File: config.mk
export PLATFORM = sky130hd
export DESIGN_NAME = escaped_frame_receiver_crc8
export DESIGN_NICKNAME = d
export VERILOG_FILES = /design/src/design/efrc_pkg.sv /design/src/design/escaped_frame_receiver_crc8.sv /design/src/design/efrc_store.sv
export VERILOG_INCLUDE_DIRS = /design/src /design/src/design
export SDC_FILE = /design/constraint.sdc
export NUM_CORES = 1
export LEC_CHECK = 0
export BUFFER_PORTS_ARGS = -buffer_cell sky130_fd_sc_hd__buf_2
export CAP_MARGIN = 30
export CORE_MARGIN = 2
export CORE_UTILIZATION = 42
export CTS_CLUSTER_SIZE = 30
export DETAILED_ROUTE_END_ITERATION = 10
export PLACE_DENSITY = 0.54
export SLEW_MARGIN = 20
export SYNTH_ARGS = -nofsm -noshare
export SYNTH_HDL_FRONTEND = slang
export SYNTH_SLANG_ARGS = --single-unit
export TNS_END_PERCENT = 1
File: constraint.sdc
create_clock -name clk -period 8 [get_ports clk]
set_input_delay 0 -clock clk [delete_from_list [all_inputs] [get_ports clk]]
set_output_delay 0 -clock clk [all_outputs]
set_load 0.05 [all_outputs]
File: src/design/assert_macros.svh
// Assertion helper macros shared by the receiver RTL.
// No dependencies; include once per file that asserts.
`ifndef ASSERT_MACROS_SVH
`define ASSERT_MACROS_SVH

// Same-cycle implication, disabled in reset.
`define ASSERT_IMPLIES(label, clk, rst, ante, cons, msg) \
  label: assert property (@(posedge clk) disable iff (rst) (ante) |-> (cons)) else $error(msg);

// Next-cycle implication, disabled in reset.
`define ASSERT_NEXT(label, clk, rst, ante, cons, msg) \
  label: assert property (@(posedge clk) disable iff (rst) (ante) |=> (cons)) else $error(msg);

`endif

File: src/design/efrc_pkg.sv
// Types, codes and the CRC-8 step for the escaped frame receiver.
// No dependencies.
`timescale 1ns / 1ps

package efrc_pkg;

  // Receiver mode
  typedef enum logic [1:0] {
    MODE_IDLE,
    MODE_FRAME,
    MODE_ESC
  } mode_t;

  // Control sequencer
  typedef enum logic [1:0] {
    ST_ACCEPT,
    ST_READ,
    ST_SEND
  } ctrl_t;

  // Error causes
  typedef enum logic [1:0] {
    CAUSE_UNEXPECTED,
    CAUSE_CRC,
    CAUSE_OVERFLOW
  } cause_t;

  localparam logic KIND_DATA  = 1'b0;
  localparam logic KIND_ERROR = 1'b1;

  // Configuration register indexes
  localparam logic [1:0] REG_START  = 2'd0;
  localparam logic [1:0] REG_STOP   = 2'd1;
  localparam logic [1:0] REG_ESCAPE = 2'd2;

  localparam logic [7:0] START_RESET  = 8'd126;
  localparam logic [7:0] STOP_RESET   = 8'd127;
  localparam logic [7:0] ESCAPE_RESET = 8'd125;

  // Reflected CRC-8 (poly 0x31): contribution of each bit of crc^data
  localparam logic [7:0] CRC_BIT_TABLE [8] = '{
    8'h5e, 8'hbc, 8'h61, 8'hc2, 8'h9d, 8'h23, 8'h46, 8'h8c
  };

  function automatic logic [7:0] crc8_update(input logic [7:0] crc, input logic [7:0] b);
    logic [7:0] x;
    logic [7:0] r;
    x = crc ^ b;
    r = '0;
    for (int k = 0; k < 8; k++) begin
      if (x[k]) r = r ^ CRC_BIT_TABLE[k];
    end
    return r;
  endfunction

endpackage

File: src/design/escaped_frame_receiver_crc8.sv
// Escaped frame receiver with CRC-8 check.
// Uses efrc_pkg, efrc_store and assert_macros.svh.
//
// Usage:
//   Input channel (in_valid/in_ready, byte_in): one link byte per beat.
//   Start, stop and escape values come from three config registers written
//   through cfg_write/cfg_index/cfg_data (index 3 is ignored); write them
//   only while the block is idle.
//   Output channel (out_valid/out_ready): one result per beat. A good
//   frame comes out as a run of data beats (kind 0), the CRC byte last,
//   with is_last on the final beat and frame_length on every beat. Any
//   framing error, CRC mismatch or overflow gives one error beat (kind 1,
//   is_last 1, error_cause set) and drops the frame.
// Timing: a byte that only moves the mode or stores does not hold up the
//   next one. Error beats are registered and appear in the cycle after the
//   offending byte. Delivering a frame takes a store read (registered read
//   data, ST_READ) and then a load of the output register (ST_SEND) for
//   each beat. No input is taken while a frame is being played out.
// Stalls: the output register holds one beat; while it is full and
//   out_ready is low, in_ready stays low and delivery pauses.
// Reset (rst, synchronous): idle mode, empty store, output empty, config
//   registers back to 126/127/125. The store itself needs no clearing.
`timescale 1ns / 1ps
`include "assert_macros.svh"

module escaped_frame_receiver_crc8 #(
  parameter int FRAME_DEPTH = 64
) (
  input  logic       clk,
  input  logic       rst,
  // config
  input  logic       cfg_write,
  input  logic [1:0] cfg_index,
  input  logic [7:0] cfg_data,
  // link bytes
  input  logic       in_valid,
  output logic       in_ready,
  input  logic [7:0] byte_in,
  // results
  output logic       out_valid,
  input  logic       out_ready,
  output logic       kind,
  output logic [7:0] byte_value,
  output logic       is_last,
  output logic [1:0] error_cause,
  output logic [5:0] frame_length
);

  localparam int AW = $clog2(FRAME_DEPTH);
  localparam int XW = (AW > 6) ? AW : 6;
  // storing at this fill count fills the store
  localparam logic [AW-1:0] FULL_AT = AW'(FRAME_DEPTH - 1);

  // config registers
  logic [7:0] start_value;
  logic [7:0] stop_value;
  logic [7:0] escape_value;

  // receiver state
  efrc_pkg::ctrl_t state, state_next;
  efrc_pkg::mode_t mode, mode_next;
  logic [AW-1:0]   fill_count, fill_next;
  logic [7:0]      crc_except_last, crc_next;
  logic [7:0]      newest_byte, newest_next;
  logic [AW-1:0]   rd_addr;

  // per-beat decisions
  logic             in_fire;
  logic             is_start, is_stop, is_esc;
  logic             do_store;
  logic             err;
  efrc_pkg::cause_t err_cause;
  logic             deliver;
  logic             rd_en;
  logic             send_load;
  logic             send_last;
  logic [7:0]       rd_data;
  logic [XW-1:0]    len_ext;

  assign in_fire  = in_valid && in_ready;
  // priority: start over stop over escape
  assign is_start = (byte_in == start_value);
  assign is_stop  = !is_start && (byte_in == stop_value);
  assign is_esc   = !is_start && !is_stop && (byte_in == escape_value);

  assign send_last = (rd_addr == AW'(fill_count - 1'b1));
  assign len_ext   = XW'(fill_count);

  //--------------------------------------------------------------------
  // Config writes
  //--------------------------------------------------------------------
  always_ff @(posedge clk) begin
    if (rst) begin
      start_value  <= efrc_pkg::START_RESET;
      stop_value   <= efrc_pkg::STOP_RESET;
      escape_value <= efrc_pkg::ESCAPE_RESET;
    end else if (cfg_write) begin
      unique case (cfg_index)
        efrc_pkg::REG_START:  start_value  <= cfg_data;
        efrc_pkg::REG_STOP:   stop_value   <= cfg_data;
        efrc_pkg::REG_ESCAPE: escape_value <= cfg_data;
        default: ;
      endcase
    end
  end

  //--------------------------------------------------------------------
  // Byte decode and receiver state update
  //--------------------------------------------------------------------
  always_comb begin
    mode_next   = mode;
    fill_next   = fill_count;
    crc_next    = crc_except_last;
    newest_next = newest_byte;
    do_store    = 1'b0;
    err         = 1'b0;
    err_cause   = efrc_pkg::CAUSE_UNEXPECTED;
    deliver     = 1'b0;

    if (in_fire) begin
      if (is_start) begin
        unique case (mode)
          efrc_pkg::MODE_IDLE: mode_next = efrc_pkg::MODE_FRAME;
          efrc_pkg::MODE_ESC:  do_store  = 1'b1;
          default:             err       = 1'b1;
        endcase
      end else if (is_stop) begin
        if (mode == efrc_pkg::MODE_FRAME && fill_count > AW'(1)) begin
          if (newest_byte != crc_except_last) begin
            err       = 1'b1;
            err_cause = efrc_pkg::CAUSE_CRC;
          end else begin
            deliver = 1'b1;
          end
        end else if (mode == efrc_pkg::MODE_ESC) begin
          do_store = 1'b1;
        end else begin
          err = 1'b1;
        end
      end else if (is_esc) begin
        unique case (mode)
          efrc_pkg::MODE_FRAME: mode_next = efrc_pkg::MODE_ESC;
          efrc_pkg::MODE_ESC:   do_store  = 1'b1;
          default:              err       = 1'b1;
        endcase
      end else if (mode == efrc_pkg::MODE_FRAME) begin
        do_store = 1'b1;
      end else begin
        err = 1'b1;
      end

      if (do_store) begin
        // CRC trails by one byte so the newest byte can be checked as the CRC
        if (fill_count != '0) crc_next = efrc_pkg::crc8_update(crc_except_last, newest_byte);
        newest_next = byte_in;
        fill_next   = fill_count + 1'b1;
        mode_next   = efrc_pkg::MODE_FRAME;
        if (fill_count == FULL_AT) begin
          err       = 1'b1;
          err_cause = efrc_pkg::CAUSE_OVERFLOW;
        end
      end

      if (err || deliver) begin
        mode_next   = efrc_pkg::MODE_IDLE;
        crc_next    = '0;
        newest_next = '0;
        // count survives delivery: it sets the run length
        if (err) fill_next = '0;
      end
    end

    if (send_load && send_last) fill_next = '0;
  end

  always_ff @(posedge clk) begin
    if (rst) begin
      mode            <= efrc_pkg::MODE_IDLE;
      fill_count      <= '0;
      crc_except_last <= '0;
      newest_byte     <= '0;
      rd_addr         <= '0;
    end else begin
      mode            <= mode_next;
      fill_count      <= fill_next;
      crc_except_last <= crc_next;
      newest_byte     <= newest_next;
      if (deliver) begin
        rd_addr <= '0;
      end else if (send_load) begin
        rd_addr <= rd_addr + 1'b1;
      end
    end
  end

  //--------------------------------------------------------------------
  // Sequencer: accept bytes, or play a frame out of the store
  //--------------------------------------------------------------------
  always_comb begin
    state_next = state;
    unique case (state)
      efrc_pkg::ST_ACCEPT: if (deliver) state_next = efrc_pkg::ST_READ;
      efrc_pkg::ST_READ:   state_next = efrc_pkg::ST_SEND;
      efrc_pkg::ST_SEND: begin
        if (send_load) state_next = send_last ? efrc_pkg::ST_ACCEPT : efrc_pkg::ST_READ;
      end
      default: state_next = efrc_pkg::ST_ACCEPT;
    endcase
  end

  always_comb begin
    in_ready  = 1'b0;
    rd_en     = 1'b0;
    send_load = 1'b0;
    unique case (state)
      efrc_pkg::ST_ACCEPT: in_ready  = !out_valid || out_ready;
      efrc_pkg::ST_READ:   rd_en     = 1'b1;
      efrc_pkg::ST_SEND:   send_load = !out_valid || out_ready;
      default: ;
    endcase
  end

  always_ff @(posedge clk) begin
    if (rst) begin
      state <= efrc_pkg::ST_ACCEPT;
    end else begin
      state <= state_next;
    end
  end

  //--------------------------------------------------------------------
  // Frame store. Writes happen only in ST_ACCEPT and reads only in
  // ST_READ, so the same entry is never read and written together.
  //--------------------------------------------------------------------
  efrc_store #(
    .FRAME_DEPTH(FRAME_DEPTH)
  ) u_store (
    .clk     (clk),
    .wr_en   (do_store),
    .wr_addr (fill_count),
    .wr_data (byte_in),
    .rd_en   (rd_en),
    .rd_addr (rd_addr),
    .rd_data (rd_data)
  );

  //--------------------------------------------------------------------
  // Output register
  //--------------------------------------------------------------------
  always_ff @(posedge clk) begin
    if (rst) begin
      out_valid <= 1'b0;
    end else if (err || send_load) begin
      out_valid <= 1'b1;
    end else if (out_ready) begin
      out_valid <= 1'b0;
    end
  end

  always_ff @(posedge clk) begin
    if (err) begin
      kind         <= efrc_pkg::KIND_ERROR;
      byte_value   <= '0;
      is_last      <= 1'b1;
      error_cause  <= err_cause;
      frame_length <= '0;
    end else if (send_load) begin
      kind         <= efrc_pkg::KIND_DATA;
      byte_value   <= rd_data;
      is_last      <= send_last;
      error_cause  <= efrc_pkg::CAUSE_UNEXPECTED;
      frame_length <= len_ext[5:0];
    end
  end

  //--------------------------------------------------------------------
  // Assertions
  //--------------------------------------------------------------------
  `ASSERT_IMPLIES(a_no_rw_overlap, clk, rst, do_store, !rd_en,
                  "store written and read in the same cycle")
  `ASSERT_NEXT(a_addr_steps, clk, rst,
               (state == efrc_pkg::ST_SEND) && send_load && !send_last,
               (state == efrc_pkg::ST_READ) && (rd_addr == $past(rd_addr) + 1'b1),
               "delivery read address did not advance")
  `ASSERT_IMPLIES(a_last_clears, clk, rst,
                  out_valid && (kind == efrc_pkg::KIND_DATA) && is_last,
                  (fill_count == '0) && (mode == efrc_pkg::MODE_IDLE),
                  "receiver not cleared after frame delivery")

endmodule

File: src/design/efrc_store.sv
// Frame byte store: one write port, one read port, registered read data.
// Depends on nothing but its parameters.
`timescale 1ns / 1ps

module efrc_store #(
  parameter int FRAME_DEPTH = 64,
  localparam int AW = $clog2(FRAME_DEPTH)
) (
  input  logic          clk,
  input  logic          wr_en,
  input  logic [AW-1:0] wr_addr,
  input  logic [7:0]    wr_data,
  input  logic          rd_en,
  input  logic [AW-1:0] rd_addr,
  output logic [7:0]    rd_data
);

  logic [7:0] mem [FRAME_DEPTH];

  always_ff @(posedge clk) begin
    if (wr_en) begin
      mem[wr_addr] <= wr_data;
    end
  end

  always_ff @(posedge clk) begin
    if (rd_en) begin
      rd_data <= mem[rd_addr];
    end
  end

endmodule

# [Word-level counts from Yosys, hierarchy flattened]
# Memories as Yosys holds them, arrays and structs flattened. A register that Yosys moved wholly into a read port is not among the register bits.
# Index checks and enable logic that the tools add are counted.
# Widths: inputs -> output; s select.
[op_classes] addsub=3 n_lt_le_gt_ge=1 n_eq_ne=16 n_mux=91 bitwise=8 n_reduce_logical=33
[op_table] op="$mux 8" count=30
[op_table] op="$mux 1" count=39
[op_table] op="$mux 2" count=14
[op_table] op="$eq 8x8->1" count=3
[op_table] op="$mux 6" count=4
[op_table] op="$mux 7" count=3
[op_table] op="$not 3->3" count=5
[op_table] op="$add 6x1->6 const B" count=2
[op_table] op="$not 5->5" count=2
[op_table] op="$reduce_and 2->1" count=5
[op_table] op="$ne 8x8->1" count=1
[op_table] op="$reduce_bool 2->1" count=4
[op_table] op="$reduce_bool 4->1" count=2
[op_table] op="$reduce_or 2->1" count=4
[op_table] op="$xor 8x8->8" count=1
[op_table] op="$eq 2x1->1 const B" count=3
[op_table] op="$eq 2x2->1 const B" count=3
[op_table] op="$eq 6x6->1" count=1
[op_table] op="$eq 6x6->1 const B" count=1
[op_table] op="$gt 6x1->1 const B" count=1
[op_table] op="$logic_and 1x1->1" count=6
[op_table] op="$logic_not 2->1" count=3
[op_table] op="$pmux 2 s3" count=1
[op_table] op="$reduce_bool 6->1" count=1
[op_table] op="other kinds (8)" count=13
[word_totals] register_bits=75 mem_bits_rw=512 input_bits=23 out_inout_bits=20 n_memories=1
[memory_table] name="u_store.mem" words=64 width=8 read_ports=1 rd_ports_with_merged_regs=1 wr=1 line_no="efrc_store.sv:18" rtl="logic [7:0] mem [FRAME_DEPTH];"

# [Depth between registers and ports, before layout]
[depth] depth_word=47 ltp_mapped=11

# [Hierarchy]
# Synthesis repeated with hierarchy kept, for this count alone.
[unflattened] cells_unflattened=1379 hier_area_um2=24070.6
[modules_own_cells] mod="efrc_store" n_inst=1 cells_per_inst=940 area_per_inst_um2=20246.9 seq_area_each_um2=15615.0
[modules_own_cells] mod="escaped_frame_receiver_crc8" n_inst=1 cells_per_inst=439 area_per_inst_um2=3823.7 seq_area_each_um2=1521.5

# [Worst setup path before layout]
# No wires, ideal clock.
[synth_timing] kind="register to register" startpoint="register out_valid" endpoint="memory u_store.mem[17][0] (enable)" setup_ns=0.395 t_arrival_ns=3.856 required_ns=7.605 setup_slack_ns=3.749 stages_incl_launch_ff=8 n_path_buf=2 period_less_slack_ns=4.251 cell_sequence="dfxtp_1 nor2b_1 nor3_1 nand2_1 or3_1 buf_2 buf_1 nor4_1"
[synth_between] elab_chain_cells=7
[synth_rtl] item="from (decl)" line_no="escaped_frame_receiver_crc8.sv:40" rtl="output logic out_valid,"
[synth_rtl] item="from (signal assigned)" line_no="escaped_frame_receiver_crc8.sv:252" rtl="out_valid <= 1'b0;"
[synth_rtl] item="from (signal assigned)" line_no="escaped_frame_receiver_crc8.sv:254" rtl="out_valid <= 1'b1;"
[synth_rtl] item="from (signal assigned)" line_no="escaped_frame_receiver_crc8.sv:256" rtl="out_valid <= 1'b0;"
[synth_rtl] item="$logic_not 1->1" line_no="escaped_frame_receiver_crc8.sv:216" rtl="efrc_pkg::ST_ACCEPT: in_ready = !out_valid || out_ready;"
[synth_rtl] item="$logic_or 1x1->1" line_no="escaped_frame_receiver_crc8.sv:216"
[synth_rtl] item="$mux 1" line_no="escaped_frame_receiver_crc8.sv:215" rtl="unique case (state)"
[synth_rtl] item="via in_ready" line_no="escaped_frame_receiver_crc8.sv:37" rtl="output logic in_ready,"
[synth_rtl] item="$logic_and 1x1->1" line_no="escaped_frame_receiver_crc8.sv:80" rtl="assign in_fire = in_valid && in_ready;"
[synth_rtl] item="$mux 1" line_no="escaped_frame_receiver_crc8.sv:120" rtl="if (in_fire) begin"
[synth_rtl] item="$mux 1" line_no="efrc_store.sv:21" rtl="if (wr_en) begin"
[synth_rtl] item="$mux 1 (implied by the code)" line_no="efrc_store.sv:22" rtl="mem[wr_addr] <= wr_data;"
[synth_rtl] item="to (decl)" line_no="efrc_store.sv:18"
# The timed path passes the listed nets, and every way through them passes these cells.

# [Worst setup path in the final report]
[layout_timing] startpoint="input port byte_in[5]" endpoint="memory u_store.mem[56][6] (enable)"
[layout_between] elab_chain_cells=13 word_cells_on_any_way=15 classes_between="3 x eq/ne; 7 x mux; 5 x reduce/logical"
[layout_rtl] item="from (decl)" line_no="escaped_frame_receiver_crc8.sv:38" rtl="input logic [7:0] byte_in,"
[layout_rtl] item="$eq 8x8->1" line_no="escaped_frame_receiver_crc8.sv:82" rtl="assign is_start = (byte_in == start_value);"
[layout_rtl] item="$logic_not 1->1" line_no="escaped_frame_receiver_crc8.sv:83, escaped_frame_receiver_crc8.sv:84"
[layout_rtl] item="$logic_and 1x1->1" line_no="escaped_frame_receiver_crc8.sv:83" rtl="assign is_stop = !is_start && (byte_in == stop_value);"
[layout_rtl] item="$logic_not 1->1" line_no="escaped_frame_receiver_crc8.sv:84" rtl="assign is_esc = !is_start && !is_stop && (byte_in == escape_value);"
[layout_rtl] item="$logic_and 1x1->1 (2 in a row)" line_no="escaped_frame_receiver_crc8.sv:84"
[layout_rtl] item="$mux 1" line_no="escaped_frame_receiver_crc8.sv:140" rtl="end else if (is_esc) begin"
[layout_rtl] item="$mux 1" line_no="escaped_frame_receiver_crc8.sv:127" rtl="end else if (is_stop) begin"
[layout_rtl] item="$mux 1 *" line_no="escaped_frame_receiver_crc8.sv:121" rtl="if (is_start) begin"
[layout_rtl] item="$mux 1 * (2 in a row)" line_no="escaped_frame_receiver_crc8.sv:120"
[layout_rtl] item="$mux 1 *" line_no="efrc_store.sv:21"
[layout_rtl] item="$mux 1 (implied by the code) *" line_no="efrc_store.sv:22"
# Mark *: on every way between the ends. The rest lies on a longest branch, timed or not. The select of a mux whose other input is x is not followed.

==> results.cfg <==
[critical_path]
path_delay_family = buffers and inverters
crit_top_cell = buf_4
path_class = primary input to register
path_buf_inv = 4
worstSetupStartpointType = primary input
slowest_delay_ns = 0.86
cp.arrival_ns = 4.16
endpoint_kind = register
crit_required_ns = 8.34
crit_chain = buf_2, buf_4, xor2_1, nor4_2, a2111oi_0, a41o_1, or3_2, buf_4, nor4_1, buf_4
cp_slowest_cell = nor4_1
path_max_fanout = 35

[detailed_routing]
wl_per_cell_um = 26.45
drc_errors = 0
vias_per_cell = 5.633
ant_nets = 0
dr_total_vias = 12210
dr.pass1.iters = 5
finalWirelength_um = 57350
initialDrtViolationCount = 1153

[timing]
fin_ws_ns = 4.178
hold_violations = 0
maxSlewHeadroom_pct = 37.38
slew_viol_final = 0
grt_setup_unrepaired = no
clock-skew-final_ns = 0.02111
tightest_slew_ns = 0.9315
min_period_over_period_pct = 47.77
setup_tns_ns = 0
finalSetupViolCount = 0
period_minus_slack_ns = 3.822
max_freq_mhz = 261.6

[placed_design]
dpl.hpwl_um = 35030
post-place-ws_ns = 3.483
placed_area_mm2 = 0.02520
gp_congestion = 0.8024
dpl.cell_count = 2021
numPortBuffers = 42

[global_routing]
grt_overflow = 0
grt_pass1_wl_um = 84990
grt_max_degree = 69
grt_antenna_before_repair = 1
grt_usage_pct = 19.76
first_global_vias = 12350

[power]
power.leakage_nw = 8.383
p_clk_share_pct = 42.4
p_switching_w = 0.001242
peakVddDrop_v = 0.0001860
seqPwrFrac_pct = 55.5
pwr-share-comb_pct = 2.0
powerDensity_mw_per_mm2 = 222.7
p_sw_share_pct = 20.39
p_int_w = 0.004848

[final_layout]
ff_latch_area_mm2 = 0.01715
fin_area_mm2 = 0.02735
drive_gt1_share_pct = 28.99
syn_to_final_growth_pct = 14.97
multi_input_area_mm2 = 0.006519
layout_common_cells = edfxtp_1 (522), mux4_2 (168), nand2_1 (88)
layout.cells.non_filler = 2168
fillers = 4726
final_common_cell = edfxtp_1
nets = 1397

[synth]
synth.area.mux_share_pct = 16.29
yosysWarningCount = 0
synthFlopType = edfxtp_1
avgSynthCellArea_um2 = 19.04
synth_compound_area_share_pct = 2.062
syn_area_mm2 = 0.02378
yosys.area_share.adder_pct = 0.5261
synth_top_family_by_area = multiplexers
synthArstFlopShare_pct = 0
syn_nets = 1282
synth-simple-area-share_pct = 5.534
synth_edf_count = 522
synthCells = 1249
ys_ff_latch = 595
synth_xor_area_share_pct = 2.173
yosysSeqAreaShare_pct = 72.05
ys_types = 55

[floorplan]
die_area_mm2 = 0.05855
rows = 87
pin_count = 43
die_h_um = 242.0
start_util_pct = 42.34
core-area_mm2 = 0.05617
die_x_um = 242.0

[clocking]
clk_latency_ns = 0.63
h-tree-depth = 2
root_buffer = clkbuf_16
cts_setup_buffers = 0
clk_path_buf_depth = 3
clock-sinks = 595
cts.repair.resized = 0
cts_tree = done
cts_inserted_buffers = 60
clkTransAtPathRegs_ns = 0.06

[run]
maxCapViolations = 0

[min_path]
worstHoldPathType = primary input to register

[run_status]
status = finished clean
-- path summary, 6_finish.rpt --
check,startpoint,endpoint,slack [ns],cells after the start
max,byte_in[5],u_store.mem[56][6],4.18,10
min,byte_in[5],u_store.mem[61][5],0.08,1
max reg2reg,start_value[3],u_store.mem[56][6],4.32,8
min reg2reg,byte_value[6],byte_value[6],0.45,2
-- Yosys cell counts, types with 5 or more instances --
cell / count / share of area [%]
xnor2_1: 34 / 1.3
clkbuf_1: 48 / 0.76
xor2_1: 25 / 0.92
nor3_1: 37 / 0.78
nand3_1: 17 / 0.36
ha_1: 10 / 0.53
mux4_2: 168 / 16
nor4_1: 36 / 0.95
inv_1: 8 / 0.13
nand4_1: 7 / 0.18
nor2_1: 24 / 0.38
and2_1: 5 / 0.13
dfxtp_1: 73 / 6.1
a32o_1: 9 / 0.38
edfxtp_1: 522 / 66
nor2b_1: 5 / 0.13
a21oi_1: 26 / 0.55
mux2i_1: 9 / 0.38
nand2_1: 88 / 1.4
a22o_1: 6 / 0.22
buf_1: 28 / 0.44
-- flip-flops by register name, indices dropped and copies added (netlist names) --
name / count
u_store.mem: 512
byte_value: 8
crc_except_last: 8
escape_value: 8
newest_byte: 8
start_value: 8
stop_value: 8
u_store.rd_data: 8
fill_count: 6
frame_length: 6
rd_addr: 6
error_cause: 2
mode: 2
state: 2
is_last: 1
kind: 1
out_valid: 1
-- final cells by class --
class,count,share of cell area (%)
sequential,595,62.71
multi-input combinational,568,23.84
clock buffer,77,5.875
tap,756,3.459
timing repair buffer,131,3.340
clock inverter,32,0.6589
inverter,8,0.1098
antenna,1,0.009151
-- routing by layer --
metal	wire [um]	vias to the layer above	GRT usage, %
li1	-	5339	-
met1	25550	6480	28.74
met2	27590	315	31.06
met3	3105	76	3.722
met4	1097	2	4.720
met5	13	-	0
-- repair_timing --
item | in CTS | in global routing
hold buffers | 24 | 0
endpoints found under the hold margin | 98 | 0
setup endpoints to repair | 0 | 0
-- power by group through the flow --
stage / Clock [W] / Combinational [W] / Sequential [W]
after global routing: 0.00276 / 0.000136 / 0.00338
after global placement: 0 / 0.000116 / 0.00345
final: 0.00258 / 0.000124 / 0.00338
after floorplan: 0 / 0.0000361 / 0.00345
after detailed placement: 0 / 0.000119 / 0.00345
after CTS: 0.00264 / 0.000127 / 0.00338
-- metrics by stage --
step	util (%)	hold WS, ns	total power, W
4_1_cts	48.48	0.05986	0.006145
6_report	48.68	0.08053	0.006089
3_3_place_gp	44.61	0.2650	0.003564
2_1_floorplan	-	0.09887	0.003487
3_5_place_dp	44.87	0.2704	0.003567
5_1_grt	48.68	0.08443	0.006279
-- logic make-up (layout without fill, tap and decap cells) --
group,count (synthesis),in the layout
mux,177,177
other cells,0,1
flops,595,595
simple gates,253,253
xor+xnor,59,59
fa+ha+maj,10,10
buf+inv,86,248
compound gates,69,69
Power figures use the tool's default switching activity.
